<file path="src/rtl/bti_pkg.sv">
// types and constants for the breakpoint table interpolator
`default_nettype none

package bti_pkg;

   localparam int WL_W       = 16;
   localparam int EFF_W      = 16;
   localparam int IDX_W      = 6;
   localparam int COUNT_W    = 7;
   localparam int PROD_W     = WL_W + EFF_W;
   localparam int DIV_STEPS  = EFF_W;
   localparam int DIV_CNT_W  = $clog2(DIV_STEPS);
   localparam int REQ_DATA_W = 40;

   localparam logic KIND_LOAD  = 1'b0;
   localparam logic KIND_QUERY = 1'b1;

   typedef enum logic [2:0] {
      ST_IDLE,
      ST_CHK_LAST,
      ST_CHK_FIRST,
      ST_SCAN,
      ST_MUL0,
      ST_MUL1,
      ST_DIV,
      ST_DONE
   } state_type;

endpackage

`default_nettype wire

</file>
<file path="src/rtl/breakpoint_table_interpolator_core.sv">
// breakpoint table with piecewise linear interpolation, one shared multiplier and divider
//
//  channel | direction | handshake              | contents
//  --------+-----------+------------------------+---------------------------------------
//  req     | in        | req_tvalid/req_tready  | load (breakpoint) or query (wavelength)
//  rsp     | out       | rsp_tvalid/rsp_tready  | interpolated efficiency, in_range flag
//  csr     | in        | csr_we                 | point_count
//
//  a query with n active points runs, in order: a check of the last and first entry,
//  a scan of one table entry a cycle, two passes of the 16x16 multiplier and 16 steps
//  of the restoring divider
//  synchronous active high reset clears the sequencer, point_count and rsp_tvalid;
//  the table itself holds garbage until loaded
//  req is taken only while the sequencer is idle; a held result does not block it
module breakpoint_table_interpolator_core
   import bti_pkg::*;
#(
   parameter int MAX_POINTS = 64
) (
   input  wire logic                  clock,
   input  wire logic                  reset,
   input  wire logic                  csr_we,
   input  wire logic [COUNT_W-1:0]    csr_wdata,     // point_count
   input  wire logic                  req_tvalid,
   output logic                       req_tready,
   input  wire logic [REQ_DATA_W-1:0] req_tdata,     // point_index, wavelength, efficiency_value
   input  wire logic                  req_tuser,     // kind
   output logic                       rsp_tvalid,
   input  wire logic                  rsp_tready,
   output logic [EFF_W-1:0]           rsp_tdata,     // efficiency
   output logic                       rsp_tuser      // in_range
);

   localparam int AW = (MAX_POINTS > 1) ? $clog2(MAX_POINTS) : 1;
   localparam int CW = $clog2(MAX_POINTS + 1);
   localparam int NW = (CW > COUNT_W) ? CW : COUNT_W;

   state_type             state_ff, state_in;
   logic [COUNT_W-1:0]    point_count_ff;
   logic [WL_W-1:0]       q_ff, q_in;
   logic [AW-1:0]         addr_ff, addr_in;
   logic [WL_W-1:0]       rd_wl_ff;
   logic [EFF_W-1:0]      rd_eff_ff;
   logic [WL_W-1:0]       prev_wl_ff, prev_wl_in;
   logic [EFF_W-1:0]      prev_eff_ff, prev_eff_in;
   logic [WL_W-1:0]       seg_wl_ff, seg_wl_in;
   logic [EFF_W-1:0]      seg_eff_ff, seg_eff_in;
   logic [WL_W-1:0]       span_ff, span_in;
   logic [PROD_W-1:0]     acc_ff, acc_in;
   logic [WL_W-1:0]       rem_ff, rem_in;
   logic [EFF_W-1:0]      quo_ff, quo_in;
   logic                  inr_ff, inr_in;
   logic [DIV_CNT_W-1:0]  div_cnt_ff, div_cnt_in;
   logic                  rsp_valid_ff, rsp_valid_in;
   logic [EFF_W-1:0]      rsp_data_ff, rsp_data_in;
   logic                  rsp_user_ff, rsp_user_in;

   logic [WL_W-1:0]       wl_mem  [MAX_POINTS];
   logic [EFF_W-1:0]      eff_mem [MAX_POINTS];

   logic [IDX_W-1:0]      req_idx;
   logic [WL_W-1:0]       req_wl;
   logic [EFF_W-1:0]      req_eff;
   logic                  req_fire;
   logic                  load_fire;
   logic                  load_ok;
   logic [NW-1:0]         count_ext;
   logic [NW-1:0]         n_active;
   logic [AW-1:0]         last_addr;
   logic                  hit;
   logic [EFF_W-1:0]      mul_a;
   logic [WL_W-1:0]       mul_b;
   logic [PROD_W-1:0]     prod;
   logic [PROD_W-1:0]     sum;
   logic [WL_W:0]         trial;
   logic [WL_W:0]         diff;
   logic                  trial_ge;
   logic                  rsp_free;

   assign req_idx   = req_tdata[IDX_W-1:0];
   assign req_wl    = req_tdata[IDX_W+WL_W-1:IDX_W];
   assign req_eff   = req_tdata[IDX_W+WL_W+EFF_W-1:IDX_W+WL_W];
   assign req_tready = (state_ff == ST_IDLE);
   assign req_fire  = req_tvalid && req_tready;
   assign load_ok   = (32'(req_idx) < MAX_POINTS);
   assign load_fire = req_fire && (req_tuser == KIND_LOAD) && load_ok;

   assign count_ext = NW'(point_count_ff);
   assign n_active  = (count_ext > NW'(MAX_POINTS)) ? NW'(MAX_POINTS) : count_ext;
   assign last_addr = AW'(n_active - NW'(1));

   assign hit = (prev_wl_ff <= q_ff) && (q_ff < rd_wl_ff);

   assign mul_a = (state_ff == ST_MUL0) ? prev_eff_ff : seg_eff_ff;
   assign mul_b = (state_ff == ST_MUL0) ? (seg_wl_ff - q_ff) : (q_ff - prev_wl_ff);
   assign prod  = PROD_W'(mul_a) * PROD_W'(mul_b);
   assign sum   = acc_ff + prod;

   assign trial    = {rem_ff, quo_ff[EFF_W-1]};
   assign diff     = trial - {1'b0, span_ff};
   assign trial_ge = (trial >= {1'b0, span_ff});

   assign rsp_free = !rsp_valid_ff || rsp_tready;

   assign rsp_tvalid = rsp_valid_ff;
   assign rsp_tdata  = rsp_data_ff;
   assign rsp_tuser  = rsp_user_ff;

   // next state
   always_comb begin
      state_in = state_ff;
      unique case (state_ff)
         ST_IDLE: begin
            if (req_fire && (req_tuser == KIND_QUERY)) begin
               state_in = (n_active < NW'(2)) ? ST_DONE : ST_CHK_LAST;
            end
         end
         ST_CHK_LAST:  state_in = (q_ff >= rd_wl_ff) ? ST_DONE : ST_CHK_FIRST;
         ST_CHK_FIRST: state_in = (q_ff < rd_wl_ff) ? ST_DONE : ST_SCAN;
         ST_SCAN: begin
            priority if (hit) begin
               state_in = ST_MUL0;
            end else if (addr_ff == last_addr) begin
               state_in = ST_DONE;
            end
         end
         ST_MUL0: state_in = ST_MUL1;
         ST_MUL1: state_in = ST_DIV;
         ST_DIV: begin
            if (div_cnt_ff == DIV_CNT_W'(DIV_STEPS - 1)) begin
               state_in = ST_DONE;
            end
         end
         ST_DONE: begin
            if (rsp_free) begin
               state_in = ST_IDLE;
            end
         end
         default: state_in = ST_IDLE;
      endcase
   end

   // datapath and outputs
   always_comb begin
      q_in        = q_ff;
      addr_in     = addr_ff;
      prev_wl_in  = prev_wl_ff;
      prev_eff_in = prev_eff_ff;
      seg_wl_in   = seg_wl_ff;
      seg_eff_in  = seg_eff_ff;
      span_in     = span_ff;
      acc_in      = acc_ff;
      rem_in      = rem_ff;
      quo_in      = quo_ff;
      inr_in      = inr_ff;
      div_cnt_in  = div_cnt_ff;
      rsp_valid_in = rsp_valid_ff && !rsp_tready;
      rsp_data_in  = rsp_data_ff;
      rsp_user_in  = rsp_user_ff;
      unique case (state_ff)
         ST_IDLE: begin
            if (req_fire && (req_tuser == KIND_QUERY)) begin
               q_in    = req_wl;
               addr_in = last_addr;
               quo_in  = '0;
               inr_in  = 1'b0;
            end
         end
         ST_CHK_LAST: begin
            addr_in = '0;
         end
         ST_CHK_FIRST: begin
            prev_wl_in  = rd_wl_ff;
            prev_eff_in = rd_eff_ff;
            addr_in     = addr_ff + AW'(1);
         end
         ST_SCAN: begin
            if (hit) begin
               seg_wl_in  = rd_wl_ff;
               seg_eff_in = rd_eff_ff;
            end else begin
               prev_wl_in  = rd_wl_ff;
               prev_eff_in = rd_eff_ff;
               addr_in     = addr_ff + AW'(1);
            end
         end
         ST_MUL0: begin
            acc_in  = prod;
            span_in = seg_wl_ff - prev_wl_ff;
         end
         ST_MUL1: begin
            // numerator stays below span * 2^16, so the upper half seeds the remainder
            rem_in     = sum[PROD_W-1:EFF_W];
            quo_in     = sum[EFF_W-1:0];
            inr_in     = 1'b1;
            div_cnt_in = '0;
         end
         ST_DIV: begin
            rem_in     = trial_ge ? diff[WL_W-1:0] : trial[WL_W-1:0];
            quo_in     = {quo_ff[EFF_W-2:0], trial_ge};
            div_cnt_in = div_cnt_ff + DIV_CNT_W'(1);
         end
         ST_DONE: begin
            if (rsp_free) begin
               rsp_valid_in = 1'b1;
               rsp_data_in  = quo_ff;
               rsp_user_in  = inr_ff;
            end
         end
         default: begin
            addr_in = addr_ff;
         end
      endcase
   end

   // breakpoint table
   always_ff @(posedge clock) begin
      if (load_fire) begin
         wl_mem[AW'(req_idx)]  <= req_wl;
         eff_mem[AW'(req_idx)] <= req_eff;
      end
      rd_wl_ff  <= wl_mem[addr_in];
      rd_eff_ff <= eff_mem[addr_in];
   end

   always_ff @(posedge clock) begin
      if (reset) begin
         state_ff       <= ST_IDLE;
         point_count_ff <= '0;
         rsp_valid_ff   <= 1'b0;
      end else begin
         state_ff     <= state_in;
         rsp_valid_ff <= rsp_valid_in;
         if (csr_we) begin
            point_count_ff <= csr_wdata;
         end
      end
   end

   always_ff @(posedge clock) begin
      q_ff        <= q_in;
      addr_ff     <= addr_in;
      prev_wl_ff  <= prev_wl_in;
      prev_eff_ff <= prev_eff_in;
      seg_wl_ff   <= seg_wl_in;
      seg_eff_ff  <= seg_eff_in;
      span_ff     <= span_in;
      acc_ff      <= acc_in;
      rem_ff      <= rem_in;
      quo_ff      <= quo_in;
      inr_ff      <= inr_in;
      div_cnt_ff  <= div_cnt_in;
      rsp_data_ff <= rsp_data_in;
      rsp_user_ff <= rsp_user_in;
   end

endmodule

`default_nettype wire

</file>
<file path="config.mk">
export PLATFORM = sky130hd
export DESIGN_NAME = breakpoint_table_interpolator_core
export DESIGN_NICKNAME = d
export VERILOG_FILES = /design/src/rtl/bti_pkg.sv /design/src/rtl/breakpoint_table_interpolator_core.sv
export SDC_FILE = /design/constraint.sdc
export NUM_CORES = 2
export LEC_CHECK = 0
export BUFFER_PORTS_ARGS = -buffer_cell sky130_fd_sc_hd__clkbuf_2
export CORE_ASPECT_RATIO = 1.25
export CORE_MARGIN = 2
export CORE_UTILIZATION = 54
export DETAILED_ROUTE_END_ITERATION = 10
export GPL_ROUTABILITY_DRIVEN = 1
export PLACE_DENSITY = 0.79
export SLEW_MARGIN = 20
export SYNTH_ARGS = -nofsm -noshare
export SYNTH_HDL_FRONTEND = slang
export SYNTH_SLANG_ARGS = --single-unit
</file>
<file path="constraint.sdc">
create_clock -name clock -period 11 [get_ports clock]
set_input_delay 2.2 -clock clock [delete_from_list [all_inputs] [get_ports clock]]
set_output_delay 2.2 -clock clock [all_outputs]
set_load 0.01 [all_outputs]
</file>
=== Word-level counts from Yosys, hierarchy flattened ===
Memory sizes are Yosys's and may differ from the RTL's. A register that Yosys moved wholly into a read port is not among the register bits.
Index checks and enable logic that the tools add are counted.

* Bits in registers: 199
* Bits in writable memories: 2048
* Bits of input ports: 53
* Output and inout port bits: 19
* Logic and storage cells: 99
* Memories: 2

{| class="wikitable"
|+ Memory list
! name !! depth !! bits a word !! read ports !! clocked after Yosys merged registers in !! wr ports !! RTL line !! text
|-
| eff_mem || 64 || 16 || 1 || 1 || 1 || breakpoint_table_interpolator_core.sv:59 || <nowiki>logic [EFF_W-1:0] eff_mem [MAX_POINTS];</nowiki>
|-
| wl_mem || 64 || 16 || 1 || 1 || 1 || breakpoint_table_interpolator_core.sv:58 || <nowiki>logic [WL_W-1:0] wl_mem [MAX_POINTS];</nowiki>
|}

* Add/subtract/negate cells: 8
* $mul: 1
* Magnitude comparators: 6
* Equality and inequality tests: 14
* Muxes and demuxes: 30
* Bitwise logic cells: 1
* Reductions and logical operators: 20

{| class="wikitable"
|+ Operators by type and width
! operator !! number
|-
| $mux 16 || 6
|-
| $pmux 16 s2 || 3
|-
| $sub 16x16->16 || 4
|-
| $pmux 16 s3 || 1
|-
| $add 32x32->32 || 1
|-
| $mul 16x16->32 || 1
|-
| $mux 3 || 8
|-
| $pmux 3 s8 || 1
|-
| $pmux 6 s4 || 1
|-
| $ge 17x16->1 || 1
|-
| $ge 16x16->1 || 1
|-
| $le 16x16->1 || 1
|-
| $lt 16x16->1 || 1
|-
| $eq 3x3->1 const B || 4
|-
| $mux 6 || 2
|-
| $reduce_and 2->1 || 6
|-
| $pmux 4 s2 || 1
|-
| $gt 7x7->1 const B || 1
|-
| $lt 7x2->1 const B || 1
|-
| $mux 7 || 1
|-
| $add 6x1->6 const B || 1
|-
| $eq 3x2->1 const B || 2
|-
| $eq 6x6->1 || 1
|-
| $ne 2x2->1 const B || 3
|-
| 16 further kinds || 27
|}

=== Logic depth before layout (Yosys ltp) ===
* Word-level depth: 7
* Mapped depth: 45

=== Least setup slack after synthesis ===
No wires, ideal clock.

* Kind: register to register
* Start point: reg state_ff[0]
* End point: reg rem_ff[15], data pin
* Data arrival time: 9.737 ns
* Required time: 10.736 ns
* Path slack: 0.999 ns
* Stages on the path, launching flop included: 37
* Cell sequence: dfxtp_1 clkbuf_1 nor2_1 nand2_1 inv_1 clkbuf_1 clkbuf_1 nand2_1 nand2_1 nand2_1 fa_1 fa_1 fa_1 inv_1 fa_1 fa_1 inv_1 fa_1 inv_1 ha_1 nand3_1 a21oi_1 o41ai_2 a32oi_1 xor2_1 ha_1 and3_1 a221o_1 a21oi_1 a311o_1 a31oi_1 nor3b_1 a211oi_1 o21ai_0 xor2_1 xnor2_1 o21ai_1

* Longest elaborated chain between the ends: 5
* Elaborated cells between the ends (all ways): 8

{| class="wikitable"
|+ Ends and longest elaborated chain
! element !! RTL line !! text
|-
| from (decl) || breakpoint_table_interpolator_core.sv:38 || <nowiki>state_type state_ff, state_in;</nowiki>
|-
| from (signal assigned) || breakpoint_table_interpolator_core.sv:232 || <nowiki>state_ff <= state_in;</nowiki>
|-
| $eq 3x3->1 * || breakpoint_table_interpolator_core.sv:94, breakpoint_table_interpolator_core.sv:95 ||
|-
| $mux 16, on equally long branches || breakpoint_table_interpolator_core.sv:94, breakpoint_table_interpolator_core.sv:95 ||
|-
| $mul 16x16->32 * || breakpoint_table_interpolator_core.sv:96 || <nowiki>assign prod = PROD_W'(mul_a) * PROD_W'(mul_b);</nowiki>
|-
| net prod[15] || breakpoint_table_interpolator_core.sv:73 || <nowiki>logic [PROD_W-1:0] prod;</nowiki>
|-
| $add 32x32->32 * || breakpoint_table_interpolator_core.sv:97 || <nowiki>assign sum = acc_ff + prod;</nowiki>
|-
| $pmux 16 s2 * || breakpoint_table_interpolator_core.sv:160 || <nowiki>unique case (state_ff)</nowiki>
|-
| net rem_in[15] || breakpoint_table_interpolator_core.sv:50 || <nowiki>logic [WL_W-1:0] rem_ff, rem_in;</nowiki>
|-
| to (signal assigned) || breakpoint_table_interpolator_core.sv:249 || <nowiki>rem_ff <= rem_in;</nowiki>
|-
| to (decl) || breakpoint_table_interpolator_core.sv:50 ||
|}

The timed path passes the listed nets; every way through them passes the cells marked *.
A chain may end at the register's enable or synchronous reset.

=== Worst setup path in the final report ===
* Start point: reg q_ff[2]
* End point: reg rem_ff[14], data pin

* Longest elaborated chain between the ends: 5
* Elaborated cells between the ends (all ways): 6

{| class="wikitable"
|+ Ends and longest elaborated chain
! element !! RTL line !! text
|-
| from (decl) || breakpoint_table_interpolator_core.sv:40 || <nowiki>logic [WL_W-1:0] q_ff, q_in;</nowiki>
|-
| from (signal assigned) || breakpoint_table_interpolator_core.sv:241 || <nowiki>q_ff <= q_in;</nowiki>
|-
| $sub 16x16->16 || breakpoint_table_interpolator_core.sv:95 || <nowiki>assign mul_b = (state_ff == ST_MUL0) ? (seg_wl_ff - q_ff) : (q_ff - prev_wl_ff);</nowiki>
|-
| $mux 16 * || breakpoint_table_interpolator_core.sv:95 ||
|-
| $mul 16x16->32 * || breakpoint_table_interpolator_core.sv:96 ||
|-
| net prod[22] || breakpoint_table_interpolator_core.sv:73 ||
|-
| $add 32x32->32 * || breakpoint_table_interpolator_core.sv:97 ||
|-
| $pmux 16 s2 * || breakpoint_table_interpolator_core.sv:160 ||
|-
| net rem_in[14] || breakpoint_table_interpolator_core.sv:50 ||
|}

Marks and branches as above.

==> results.ini <==
[routing]
vias = 63107
wl_per_cell_microns = 26.42
avgViaCountPerCell = 6.147
firstDrtPassIters = 6
route.detailed.drc = 0
drt_iter0_markers = 7869
drt_wl_total_microns = 271300
ant_nets = 0

[worst_setup_path]
path_class = flop to flop
cp_num_buf_inv = 7
crit_path_max_incr_delay_ns = 0.53
r2r_slack_ns = 0.59
arrival_ns = 10.98
cp_top_family = compound AO/OA/AOI/OAI gates
crit_top_cell = fa_1
cp_max_fo = 3
worst_setup_path_end_kind = flop
cp.required_ns = 11.56
start_kind = flop
cp_slowest_cell = fa_1

[clock_tree]
path_clk_slew_ns = 0.06
cts.sinks = 2279
numCtsBuffers = 204
cts_setup_buffers = 0
clock_latency_ns = 0.86
htreeDepth = 4
clk_path_buf_depth = 3
cts_root_buffer = clkbuf_16
cts_tree = built

[final_layout]
multi_input_area_sq_um = 32330
seqCellArea_sq_um = 67950
fin_util = 0.6009
reg_top3 = eff_mem (1024), wl_mem (1024), acc_ff (32)
area_delta_synth_final_pct = 10.50
drive_gt1_frac = 0.1175
final_common_cell = edfxtp_1
fillers = 13658
final_cell_mix = edfxtp_1 (2230), nand2_1 (1338), mux2i_1 (542)
instances_no_fill = 10266
nets = 8035

[floorplanning]
die_x_microns = 393.6
fp.dieArea_sq_um = 193300
io_pins = 72
coreArea_sq_um = 188400
start_util = 0.5438
chipHeight_microns = 491.0
rows = 178

[sta]
max_freq_mhz = 96.02
min_period_ns = 10.41
finClkSkew_ns = 0.04777
maxSlewHeadroom = 0.1576
worst_slew_pin_slew_ns = 1.254
fin_tns_setup_ns = 0
finalSetupViolCount = 0
period_share = 0.9468
hold_viol_final = 0
drv_slew = 0
rsz0062_at_grt = no

[logic_synthesis]
synth-edff-count = 2230
syn_nets = 7936
ys_warn_count = 0
syn_area_sq_um = 102500
ys_types = 75
synth_xor_area_frac = 0.008634
synth-adder-area-share = 0.06550
synth-async-reset-ratio = 0
ys_seq_area_frac = 0.6631
ys_ff_latch = 2279
syn_avg_cell_area_sq_um = 13.72
synth_top_family_by_area = simple AND/OR/NAND/NOR gates
synthSimpleGateAreaFrac = 0.1094
postSynthCellCount = 7466
muxShareOfSynthArea = 0.08151
yosys_most_used_dff = edfxtp_1
synth_compound_area_frac = 0.04389

[placement]
gp_congestion = 0.9104
hpwl_microns = 158500
place_inst = 9879
port_buffers = 69

[global_route]
grt_max_degree = 165
grt_pass1_wl_microns = 394200
antenna_found_initial = 20
gr-total-overflow = 0
grt_pass1_vias = 62416
grtUsageTotal = 0.2750

[run_status]
status = finished clean

[worst_hold_path]
hold_class = flop to flop

[job]
max_cap_viol_count = 0

[cell type report]
class	count	share of cell area
tap	2520	0.02785
inverter	343	0.01149
antenna	4	0.00008841
multi-input combinational	4495	0.2856
clock buffer	248	0.04701
clock inverter	135	0.01226
sequential	2279	0.6001
timing repair buffer	242	0.01563
[cells in the mapped netlist (all sizes together), types with 5 or more instances]
master / number / share of area
nand2b: 22 / 0.0013
nor2: 281 / 0.010
nand4: 114 / 0.0070
mux2i: 543 / 0.053
nand3b: 5 / 0.00037
ha: 218 / 0.027
a21boi: 17 / 0.0012
nor2b: 20 / 0.0012
or3: 11 / 0.00067
nor3b: 10 / 0.00073
xor2: 40 / 0.0034
o21bai: 6 / 0.00044
fa: 199 / 0.039
and3: 528 / 0.032
a21oi: 87 / 0.0043
a211o: 9 / 0.00077
o21a: 23 / 0.0017
a22oi: 128 / 0.0094
a21o: 29 / 0.0021
inv: 343 / 0.013
clkbuf: 232 / 0.0086
buf: 117 / 0.0067
or2: 7 / 0.00043
nor3: 55 / 0.0028
and2: 22 / 0.0013
edfxtp: 2230 / 0.65
o41ai: 5 / 0.00068
mux2: 259 / 0.028
nand3: 23 / 0.0012
dfxtp: 49 / 0.0096
xnor2: 61 / 0.0052
o211ai: 20 / 0.0015
o21ai: 345 / 0.017
a31oi: 10 / 0.00067
a211oi: 6 / 0.00049
nand2: 1339 / 0.049
[worst register-to-register path: cells and delay by family, from the launching register on]
family | cells | cell delay, ns
simple gates | 3 | 0.61
compound gates | 22 | 4.32
buf+inv | 7 | 0.64
flops | 1 | 0.39
fa+ha+maj | 9 | 3.84
xor+xnor | 2 | 0.30
[final timing paths]
kind                              start         end  depth (start not counted)
worst max-delay path            q_ff[2]  rem_ff[14]                         43
worst min register to register   inr_ff   rsp_tuser                          0
worst max register to register  q_ff[2]  rem_ff[14]                         43
worst min-delay path             inr_ff   rsp_tuser                          0
[kinds of logic after synthesis]
family,Yosys count
buffers and inverters,692
muxes,802
AOI/OAI and AO/OA,728
xor gates and xnor gates,101
DFF,2279
and+or+nand+nor,2447
adders and majority gates,417
[through the flow]
| stage | cell area, sq um | hold slack (ns) | setup WS, ns |
|---|---|---|---|
| after floorplan | 102500 | 0.4003 | 0.9989 |
| after global placement | 106400 | 0.4029 | 0.2869 |
| after detailed placement | 106400 | 0.4098 | 0.2438 |
| after CTS | 113100 | 0.4173 | 0.2029 |
| after global routing | 113200 | 0.4270 | 0.02822 |
| final | 113200 | 0.4227 | 0.5851 |
[metal layers]
metal / up-vias / global-route usage / share of wire
met2: 3567 / 0.4584 / 0.48
li1: 27396 / - / -
met3: 849 / 0.05336 / 0.10
met1: 31273 / 0.3365 / 0.35
met4: 22 / 0.1556 / 0.064
met5: - / 0 / 0.00053
[repair_timing]
action | in CTS | in global routing
endpoints found under the setup margin | 0 | 6
gates resized for setup | 0 | 15
hold buffers | 0 | 0
hold endpoints to repair | 0 | 0
Power is not shown: default switching activity piles up to over one toggle a cycle in this logic, so the estimate is an artifact.
